File: config.mk
export PLATFORM = sky130hd
export DESIGN_NAME = sprite_box_collision_move_flat
export DESIGN_NICKNAME = d
export VERILOG_FILES = /design/src/rtl/sbcm_pkg.sv /design/src/rtl/sbcm_req_if.sv /design/src/rtl/sbcm_rsp_if.sv /design/src/rtl/sbcm_cfg_regs.sv /design/src/rtl/sbcm_collide.sv /design/src/rtl/sprite_box_collision_move.sv /design/src/flat_wrapper.sv
export SDC_FILE = /design/constraint.sdc
export NUM_CORES = 1
export LEC_CHECK = 0
export ABC_AREA = 0
export BUFFER_PORTS_ARGS = -buffer_cell sky130_fd_sc_hd__buf_2
export CAP_MARGIN = 0
export CORE_UTILIZATION = 35
export DETAILED_ROUTE_END_ITERATION = 16
export MAX_ROUTING_LAYER = met4
export SYNTH_ARGS = -nofsm -noshare
export SYNTH_HDL_FRONTEND = slang
export SYNTH_HIERARCHICAL = 1
export SYNTH_SLANG_ARGS = --single-unit
File: constraint.sdc
create_clock -name clk_i -period 15.68 [get_ports clk_i]
set_clock_uncertainty 0.05 [all_clocks]
set_input_delay 1.568 -clock clk_i [delete_from_list [all_inputs] [get_ports clk_i]]
set_output_delay 1.568 -clock clk_i [all_outputs]
set_load 0.02 [all_outputs]
File: src/rtl/sbcm_pkg.sv
// Shared types, constants and shape table for the sprite box collision mover.
// No dependencies; every other file imports this package.
`timescale 1ns / 1ps

package sbcm_pkg;

  localparam int PosW     = 10;
  localparam int VelW     = 5;
  localparam int CoordW   = 12;  // holds position +/- velocity and obstacle deltas
  localparam int CfgIdxW  = 3;
  localparam int ShapeSize = 20;
  localparam int NumRects = 15;

  typedef logic [PosW-1:0]          pos_t;
  typedef logic signed [VelW-1:0]   vel_t;
  typedef logic signed [CoordW-1:0] coord_t;
  typedef logic [CfgIdxW-1:0]       cfg_idx_t;

  typedef enum logic {
    OpMove  = 1'b0,
    OpPlace = 1'b1
  } op_e;

  // Register indexes
  localparam cfg_idx_t CfgObstacleX  = 3'd0;
  localparam cfg_idx_t CfgObstacleY  = 3'd1;
  localparam cfg_idx_t CfgScreenW    = 3'd2;
  localparam cfg_idx_t CfgScreenH    = 3'd3;

  localparam pos_t ObstacleXRst = 10'd10;
  localparam pos_t ObstacleYRst = 10'd10;
  localparam pos_t ScreenWRst   = 10'd640;
  localparam pos_t ScreenHRst   = 10'd480;
  localparam pos_t SpriteXRst   = 10'd50;
  localparam pos_t SpriteYRst   = 10'd50;

  typedef struct packed {
    pos_t obstacle_x;
    pos_t obstacle_y;
    pos_t area_w;
    pos_t area_h;
  } cfg_t;

  // Round sprite as stacked, horizontally centered rectangles
  localparam int RectW [NumRects] = '{4, 10, 12, 14, 16, 18, 18, 20, 18, 18, 16, 14, 12, 10, 4};
  localparam int RectH [NumRects] = '{1, 1, 1, 1, 1, 1, 2, 4, 2, 1, 1, 1, 1, 1, 1};

  function automatic int rect_left(int i);
    return (ShapeSize - RectW[i]) / 2;
  endfunction

  function automatic int rect_top(int i);
    int acc;
    acc = 0;
    for (int k = 0; k < NumRects; k++) begin
      if (k < i) acc = acc + RectH[k];
    end
    return acc;
  endfunction

endpackage

File: src/rtl/sbcm_req_if.sv
// Request channel: valid/ready handshake carrying one move or place request.
// Depends on sbcm_pkg.
`timescale 1ns / 1ps

interface sbcm_req_if;
  import sbcm_pkg::*;

  logic valid;
  logic ready;
  op_e  op;
  vel_t x_vel;
  vel_t y_vel;
  pos_t place_x;
  pos_t place_y;

  modport source (output valid, op, x_vel, y_vel, place_x, place_y, input ready);
  modport sink   (input valid, op, x_vel, y_vel, place_x, place_y, output ready);
endinterface

File: src/rtl/sbcm_rsp_if.sv
// Result channel: valid/ready handshake carrying new position and flags.
// Depends on sbcm_pkg.
`timescale 1ns / 1ps

interface sbcm_rsp_if;
  import sbcm_pkg::*;

  logic valid;
  logic ready;
  pos_t pos_x;
  pos_t pos_y;
  logic collided;
  logic x_reverted;
  logic y_reverted;

  modport source (output valid, pos_x, pos_y, collided, x_reverted, y_reverted,
                  input ready);
  modport sink   (input valid, pos_x, pos_y, collided, x_reverted, y_reverted,
                  output ready);
endinterface

File: src/rtl/sbcm_cfg_regs.sv
// Configuration register file: obstacle position and screen bounds.
// Depends on sbcm_pkg.
`timescale 1ns / 1ps

module sbcm_cfg_regs (
  input  logic              clk_i,
  input  logic              rst_ni,
  input  logic              cfg_we_i,
  input  sbcm_pkg::cfg_idx_t cfg_idx_i,
  input  sbcm_pkg::pos_t    cfg_wdata_i,
  output sbcm_pkg::cfg_t    cfg_o
);
  import sbcm_pkg::*;

  cfg_t cfg_q;

  always_ff @(posedge clk_i or negedge rst_ni) begin
    if (!rst_ni) begin
      cfg_q.obstacle_x <= ObstacleXRst;
      cfg_q.obstacle_y <= ObstacleYRst;
      cfg_q.area_w     <= ScreenWRst;
      cfg_q.area_h     <= ScreenHRst;
    end else if (cfg_we_i) begin
      unique case (cfg_idx_i)
        CfgObstacleX: cfg_q.obstacle_x <= cfg_wdata_i;
        CfgObstacleY: cfg_q.obstacle_y <= cfg_wdata_i;
        CfgScreenW:   cfg_q.area_w     <= cfg_wdata_i;
        CfgScreenH:   cfg_q.area_h     <= cfg_wdata_i;
        default: ;  // unmapped index, dropped
      endcase
    end
  end

  assign cfg_o = cfg_q;

endmodule

File: src/rtl/sbcm_collide.sv
// Shape-vs-shape overlap test: all rectangle pairs checked against the
// sprite-to-obstacle offset. Depends on sbcm_pkg.
`timescale 1ns / 1ps

module sbcm_collide (
  input  sbcm_pkg::coord_t dx_i,  // moved sprite left minus obstacle left
  input  sbcm_pkg::coord_t dy_i,  // moved sprite top minus obstacle top
  output logic             hit_o
);
  import sbcm_pkg::*;

  logic [NumRects*NumRects-1:0] pair_hit;

  // Strict overlap of rect i (sprite) and rect j (obstacle) reduces to an
  // open interval on each offset; the bounds are elaboration constants.
  for (genvar i = 0; i < NumRects; i++) begin : g_a
    for (genvar j = 0; j < NumRects; j++) begin : g_b
      localparam coord_t XLo = coord_t'(rect_left(j) - rect_left(i) - RectW[i]);
      localparam coord_t XHi = coord_t'(rect_left(j) + RectW[j] - rect_left(i));
      localparam coord_t YLo = coord_t'(rect_top(j) - rect_top(i) - RectH[i]);
      localparam coord_t YHi = coord_t'(rect_top(j) + RectH[j] - rect_top(i));

      assign pair_hit[i*NumRects+j] = (dx_i > XLo) && (dx_i < XHi) &&
                                      (dy_i > YLo) && (dy_i < YHi);
    end
  end

  assign hit_o = |pair_hit;

endmodule

File: src/rtl/sprite_box_collision_move.sv
// Sprite box collision mover: top level with request register, position
// state, step logic and result register. Depends on sbcm_pkg, sbcm_req_if,
// sbcm_rsp_if, sbcm_cfg_regs and sbcm_collide.
`timescale 1ns / 1ps

// Usage
//   req (sink): one request per handshake. op = move steps the sprite by
//     x_vel/y_vel (signed); op = place sets it to place_x/place_y.
//   rsp (source): one result per request, in order: position after the
//     request, collided flag and per-axis revert flags.
//   cfg: write-only; cfg_we_i writes cfg_wdata_i to register cfg_idx_i
//     (0 obstacle x, 1 obstacle y, 2 screen width, 3 screen height).
//     Unmapped indexes are dropped. Write only while no request is in flight.
// Timing
//   A request lands in the input register at its handshake edge; the step is then
//   computed and loaded into the result register once that register is empty or
//   being taken, which raises rsp.valid. Throughput is one request per cycle
//   while rsp.ready stays high: the position register feeds its own adder,
//   bounds compare and 225-pair overlap test combinationally.
// Reset
//   Sprite at (50,50), obstacle at (10,10), screen 640x480, both pipeline
//   registers empty.
// Backpressure
//   With rsp.ready low the result holds; one more request waits in the input
//   register, then req.ready drops until the result is taken.

module sprite_box_collision_move (
  input  logic               clk_i,
  input  logic               rst_ni,
  input  logic               cfg_we_i,
  input  sbcm_pkg::cfg_idx_t cfg_idx_i,
  input  sbcm_pkg::pos_t     cfg_wdata_i,
  sbcm_req_if.sink           req,
  sbcm_rsp_if.source         rsp
);
  import sbcm_pkg::*;

  cfg_t cfg;

  sbcm_cfg_regs u_cfg (
    .clk_i       (clk_i),
    .rst_ni      (rst_ni),
    .cfg_we_i    (cfg_we_i),
    .cfg_idx_i   (cfg_idx_i),
    .cfg_wdata_i (cfg_wdata_i),
    .cfg_o       (cfg)
  );

  // ---- input register ----
  logic in_vld_q;
  op_e  in_op_q;
  vel_t in_xv_q, in_yv_q;
  pos_t in_px_q, in_py_q;

  logic out_vld_q;
  logic fire;  // step executes this cycle

  assign fire      = in_vld_q && (!out_vld_q || rsp.ready);
  assign req.ready = !in_vld_q || fire;

  always_ff @(posedge clk_i or negedge rst_ni) begin
    if (!rst_ni) begin
      in_vld_q <= 1'b0;
    end else if (req.ready) begin
      in_vld_q <= req.valid;
    end
  end

  always_ff @(posedge clk_i) begin
    if (req.valid && req.ready) begin
      in_op_q <= req.op;
      in_xv_q <= req.x_vel;
      in_yv_q <= req.y_vel;
      in_px_q <= req.place_x;
      in_py_q <= req.place_y;
    end
  end

  // ---- step logic ----
  pos_t   sx_q, sy_q, sx_d, sy_d;
  coord_t nx, ny, dx, dy;
  logic   hit, x_out, y_out;
  logic   hit_d, xr_d, yr_d;

  assign nx = coord_t'({2'b00, sx_q}) + coord_t'(in_xv_q);
  assign ny = coord_t'({2'b00, sy_q}) + coord_t'(in_yv_q);
  assign dx = nx - coord_t'({2'b00, cfg.obstacle_x});
  assign dy = ny - coord_t'({2'b00, cfg.obstacle_y});

  sbcm_collide u_collide (
    .dx_i  (dx),
    .dy_i  (dy),
    .hit_o (hit)
  );

  // axis leaves the screen: below zero or right/bottom edge past the bound
  assign x_out = (nx < coord_t'(0)) ||
                 ((nx + coord_t'(ShapeSize)) > coord_t'({2'b00, cfg.area_w}));
  assign y_out = (ny < coord_t'(0)) ||
                 ((ny + coord_t'(ShapeSize)) > coord_t'({2'b00, cfg.area_h}));

  always_comb begin
    sx_d  = sx_q;
    sy_d  = sy_q;
    hit_d = 1'b0;
    xr_d  = 1'b0;
    yr_d  = 1'b0;
    unique case (in_op_q)
      OpPlace: begin
        sx_d = in_px_q;
        sy_d = in_py_q;
      end
      OpMove: begin
        hit_d = hit;
        xr_d  = x_out || hit;  // a collision undoes both axes
        yr_d  = y_out || hit;
        if (!xr_d) sx_d = nx[PosW-1:0];
        if (!yr_d) sy_d = ny[PosW-1:0];
      end
      default: ;
    endcase
  end

  always_ff @(posedge clk_i or negedge rst_ni) begin
    if (!rst_ni) begin
      sx_q <= SpriteXRst;
      sy_q <= SpriteYRst;
    end else if (fire) begin
      sx_q <= sx_d;
      sy_q <= sy_d;
    end
  end

  // ---- result register ----
  pos_t out_x_q, out_y_q;
  logic out_hit_q, out_xr_q, out_yr_q;

  always_ff @(posedge clk_i or negedge rst_ni) begin
    if (!rst_ni) begin
      out_vld_q <= 1'b0;
    end else if (fire) begin
      out_vld_q <= 1'b1;
    end else if (rsp.ready) begin
      out_vld_q <= 1'b0;
    end
  end

  always_ff @(posedge clk_i) begin
    if (fire) begin
      out_x_q   <= sx_d;
      out_y_q   <= sy_d;
      out_hit_q <= hit_d;
      out_xr_q  <= xr_d;
      out_yr_q  <= yr_d;
    end
  end

  assign rsp.valid      = out_vld_q;
  assign rsp.pos_x      = out_x_q;
  assign rsp.pos_y      = out_y_q;
  assign rsp.collided   = out_hit_q;
  assign rsp.x_reverted = out_xr_q;
  assign rsp.y_reverted = out_yr_q;

  // ---- assertions ----
  a_hit_reverts_both: assert property (@(posedge clk_i) disable iff (!rst_ni)
    rsp.valid && rsp.collided |-> rsp.x_reverted && rsp.y_reverted)
    else $error("collision without revert on both axes");

  a_rsp_matches_state: assert property (@(posedge clk_i) disable iff (!rst_ni)
    rsp.valid |-> (rsp.pos_x == sx_q) && (rsp.pos_y == sy_q))
    else $error("pending result disagrees with sprite position");

  a_in_held: assert property (@(posedge clk_i) disable iff (!rst_ni)
    in_vld_q && !fire |=> in_vld_q && $stable(in_px_q) && $stable(in_op_q))
    else $error("stalled request lost or overwritten");

  a_place_sets_pos: assert property (@(posedge clk_i) disable iff (!rst_ni)
    fire && (in_op_q == OpPlace) |=>
      (sx_q == $past(in_px_q)) && (sy_q == $past(in_py_q)) &&
      !rsp.collided && !rsp.x_reverted && !rsp.y_reverted)
    else $error("place request did not set position cleanly");

endmodule

File: src/flat_wrapper.sv
// flat-port wrapper written by rule: the top's interface ports become plain ports
module sprite_box_collision_move_flat import sbcm_pkg::*;
  (clk_i, rst_ni, cfg_we_i, cfg_idx_i, cfg_wdata_i, req_valid, req_op, req_x_vel, req_y_vel, req_place_x, req_place_y, req_ready, rsp_valid, rsp_pos_x, rsp_pos_y, rsp_collided, rsp_x_reverted, rsp_y_reverted, rsp_ready);
  sbcm_req_if req_i ();
  sbcm_rsp_if rsp_i ();
  input  logic clk_i;
  input  logic rst_ni;
  input  logic cfg_we_i;
  input  sbcm_pkg::cfg_idx_t cfg_idx_i;
  input  sbcm_pkg::pos_t cfg_wdata_i;
  input wire logic [$bits(req_i.valid)-1:0] req_valid;
  input wire logic [$bits(req_i.op)-1:0] req_op;
  input wire logic [$bits(req_i.x_vel)-1:0] req_x_vel;
  input wire logic [$bits(req_i.y_vel)-1:0] req_y_vel;
  input wire logic [$bits(req_i.place_x)-1:0] req_place_x;
  input wire logic [$bits(req_i.place_y)-1:0] req_place_y;
  output wire logic [$bits(req_i.ready)-1:0] req_ready;
  output wire logic [$bits(rsp_i.valid)-1:0] rsp_valid;
  output wire logic [$bits(rsp_i.pos_x)-1:0] rsp_pos_x;
  output wire logic [$bits(rsp_i.pos_y)-1:0] rsp_pos_y;
  output wire logic [$bits(rsp_i.collided)-1:0] rsp_collided;
  output wire logic [$bits(rsp_i.x_reverted)-1:0] rsp_x_reverted;
  output wire logic [$bits(rsp_i.y_reverted)-1:0] rsp_y_reverted;
  input wire logic [$bits(rsp_i.ready)-1:0] rsp_ready;
  assign req_i.valid = req_valid;
  assign req_i.op = req_op;
  assign req_i.x_vel = req_x_vel;
  assign req_i.y_vel = req_y_vel;
  assign req_i.place_x = req_place_x;
  assign req_i.place_y = req_place_y;
  assign req_ready = req_i.ready;
  assign rsp_valid = rsp_i.valid;
  assign rsp_pos_x = rsp_i.pos_x;
  assign rsp_pos_y = rsp_i.pos_y;
  assign rsp_collided = rsp_i.collided;
  assign rsp_x_reverted = rsp_i.x_reverted;
  assign rsp_y_reverted = rsp_i.y_reverted;
  assign rsp_i.ready = rsp_ready;
  sprite_box_collision_move u_core (.clk_i(clk_i), .rst_ni(rst_ni), .cfg_we_i(cfg_we_i), .cfg_idx_i(cfg_idx_i), .cfg_wdata_i(cfg_wdata_i), .req(req_i), .rsp(rsp_i));
endmodule
==> out/metrics.yaml <==
floorplan:
  die_w_um: 161
  die_h_um: 161
  rows: 57
  core_um2: 24500
  ios: 74
  start_util_pct: 36.0
  die_area_um2: 25900
logic_synthesis:
  ys_types: 95
  synthCells: 911
  synth_ff_type: "edfxtp_1"
  seq_area_frac_synth_pct: 36.1
  netlist_area_um2: 8830
  synth_edf_count: 54
  syn_avg_cell_area_um2: 9.70
  ys_ff_latch: 116
  syn_nets: 1028
  async_flop_share_pct: 53.4
  ys.warnings.count: 6
cells_and_area:
  syn2layout_area_growth_pct: 13.4
  drive_above_1_share_pct: 20.8
  final_cell_area_um2: 10000
  nets: 1086
clock_tree:
  cts_setup_buffers: 0
  cts_hold_buf: 0
  clockBufferDepth: 2
  root_buffer: "clkbuf_16"
  clk_latency_ns: 0.42
  post_cts_resized: 0
  htree_num_levels: 4
  cts_buffers: 17
  clk_pin_slew_ns: 0.06
  cts.sinks: 116
  cts_tree: "yes"
worst_setup_path:
  required_ns: 15.84
  cp_top_family: "compound AO/OA/AOI/OAI gates"
  worst_setup_path_end_kind: "flop"
  cp_slowest_stage_delay_ns: 0.76
  slowest_stage: "a2111oi_4"
  crit_type: "reg -> reg"
  cp-start-kind: "flop"
  worstPathMaxFanout: 14
  crit_chain: "ha_1, fa_1, a211oi_1, o21ai_0, a22oi_1, ha_1, a21o_1, a31o_2, a21oi_1, o211ai_1, xnor2_1, nor4_1, nand2_1, o22ai_1, a222oi_1, o22ai_1, a311oi_1, nand4_1, nand2b_2, a2111oi_4, nor2_1, o311ai_1"
  cp.arrival_ns: 7.90
  crit_buf_inv: 0
run:
  drv_cap: 0
timing:
  post-route-min-period_ns: 7.74
  final.setup.tns_ns: 0
  hold_viol: 0
  drv_slew: 0
  max_freq_ghz: 0.129
  rsz0062_at_grt: "false"
  slew_headroom_pct: 22.5
  setup_violations: 0
  setup_ws_ns: 7.94
  worst_pin_slew_ns: 1.16
  period_share_pct: 49.4
global_route:
  grt_pass1_wl_mm: 37.8
  grt_usage_pct: 19.2
  grt_pass1_vias: 7005
  antenna_found_initial: 0
  grt_max_degree: 63
  gr-total-overflow: 0
detailed_routing:
  ant_nets: 0
  first_pass_iters: 8
  vias: 7378
  vias_per_cell: 5.64
  wl_per_cell_um: 18.2
  dr.first_iter.drc_count: 575
  drt-total-wl_mm: 23.9
  route.detailed.drc: 0
placement:
  dpl-instance-area_um2: 9440
  gp_congestion: 0.915
  portBuffers: 73
  place_hpwl_mm: 17.5
  dp_slack_ns: 8.12
hold_path:
  hp-class: "reg -> reg"
status:
  status: "finished, final reports clean"
-- layout make-up --
cell class	count	area, µm²
Clock inverter	13	134
Timing Repair Buffer	80	418
Sequential cell	116	3190
Inverter	75	282
Clock buffer	19	443
Tap cell	324	405
Antenna cell	1	2.50
Fill cell	2423	14500
Multi-Input combinational cell	679	5140
-- registers in the layout (all words and copies together) (netlist names) --
| name | flops |
|---|---|
| u_core/in_yv_q | 5 |
| u_core/in_xv_q | 5 |
| u_core/in_op_q | 1 |
| u_core/in_py_q | 10 |
| u_core/in_px_q | 10 |
| u_core/sy_q | 10 |
| u_core/rsp.y_reverted | 1 |
| u_core/rsp.collided | 1 |
| u_core/rsp.valid | 1 |
| u_core/in_vld_q | 1 |
| u_core/sx_q | 10 |
| u_core/rsp.pos_y | 10 |
| u_core/rsp.x_reverted | 1 |
| u_core/rsp.pos_x | 10 |
| u_core/u_cfg/cfg_o | 40 |
-- worst register-to-register path, stage by stage (launching register included) --
cell and delay, ns:
dfrtp_1 0.41, ha_1 0.24, fa_1 0.44, a211oi_1 0.36, o21ai_0 0.14, a22oi_1 0.62, ha_1 0.41, a21o_1 0.19
a31o_2 0.22, a21oi_1 0.19, o211ai_1 0.13, xnor2_1 0.63, nor4_1 0.19, nand2_1 0.29, o22ai_1 0.12, a222oi_1 0.45
o22ai_1 0.18, a311oi_1 0.27, nand4_1 0.32, nand2b_2 0.35, a2111oi_4 0.76, nor2_1 0.23, o311ai_1 0.35
-- cells in the mapped netlist, types with 20 or more instances --
cell type   n  area [µm²]
a21oi_1    38         190
clkbuf_1   25        93.8
dfrtp_1    46        1150
edfxtp_1   54        1620
ha_1       64         801
inv_1      73         274
mux2_2     21         236
mux2_4     20         300
nand2_1    46         173
nand3_1    34         170
nor2_1     59         221
nor3_1     23         115
o21ai_0    42         210
o22ai_1    21         131
xnor2_1    28         245
-- placed cells by master, fill, tap and decap left out, types with 13 or more instances in the layout --
cell	netlist	layout
a21oi_1	38	38
a31oi_1	13	13
buf_2	6	73
clkbuf_16	0	17
dfrtp_1	46	46
dfstp_2	16	16
edfxtp_1	54	54
ha_1	64	64
inv_1	73	73
mux2_2	21	21
mux2_4	20	20
nand2_1	46	46
nand2b_1	16	16
nand3_1	34	34
nand4_1	14	14
nor2_1	59	59
nor3_1	23	23
o21ai_0	42	42
o22ai_1	21	21
xnor2_1	28	28
-- stage by stage --
step                instances  hold WS [ns]  util, %
detailed placement       1274         0.433     38.5
floorplan                 911         0.407        -
CTS                      1306         0.441     40.8
global route             1306         0.455     40.8
global placement         1274         0.419     38.5
finish                   1307         0.443     40.8
-- worst paths after layout --
kind                                        startpoint                           endpoint  slack (ns)  cells after the start
setup / recovery            u_core/sy_q[0]$_DFFE_PN0P_      u_core/rsp.pos_x[8]$_DFFE_PP_        7.94                     22
setup reg to reg            u_core/sy_q[0]$_DFFE_PN0P_      u_core/rsp.pos_x[8]$_DFFE_PP_        7.94                     22
hold reg to reg            u_core/in_vld_q$_DFFE_PN0N_       u_core/rsp.valid$_DFFE_PN0P_        0.44                      1
hold / removal             u_core/in_vld_q$_DFFE_PN0N_       u_core/rsp.valid$_DFFE_PN0P_        0.44                      1
max in group asynchronous                       rst_ni  u_core/u_cfg/cfg_o[0]$_DFFE_PN0P_       13.72                      2
min in group asynchronous                       rst_ni         u_core/sx_q[6]$_DFFE_PN0P_        1.28                      2
-- logic make-up (layout without fill, tap and decap cells) --
group | count (synthesis) | after routing | synth area share (%)
flip-flops | 116 | 116 | 36.1
AO/OA/AOI/OAI | 244 | 244 | 19.6
other | 0 | 1 | 0
adder cells (fa/ha/maj) | 68 | 68 | 9.97
multiplexers | 51 | 51 | 7.21
buffers and inverters | 116 | 187 | 5.65
XOR/XNOR | 42 | 42 | 4.33
AND/OR/NAND/NOR | 274 | 274 | 17.1
-- layer usage --
layer  vias up  share of wire (%)  GRT usage, %
met5         -                  0             -
met4         0                2.1          6.13
met3        44                4.7          2.61
met2       227                 46          29.9
met1      3550                 47          25.7
li1       3557                  -             -
Power is not shown: default switching activity piles up to over one toggle a cycle in this logic, so the estimate is an artifact.
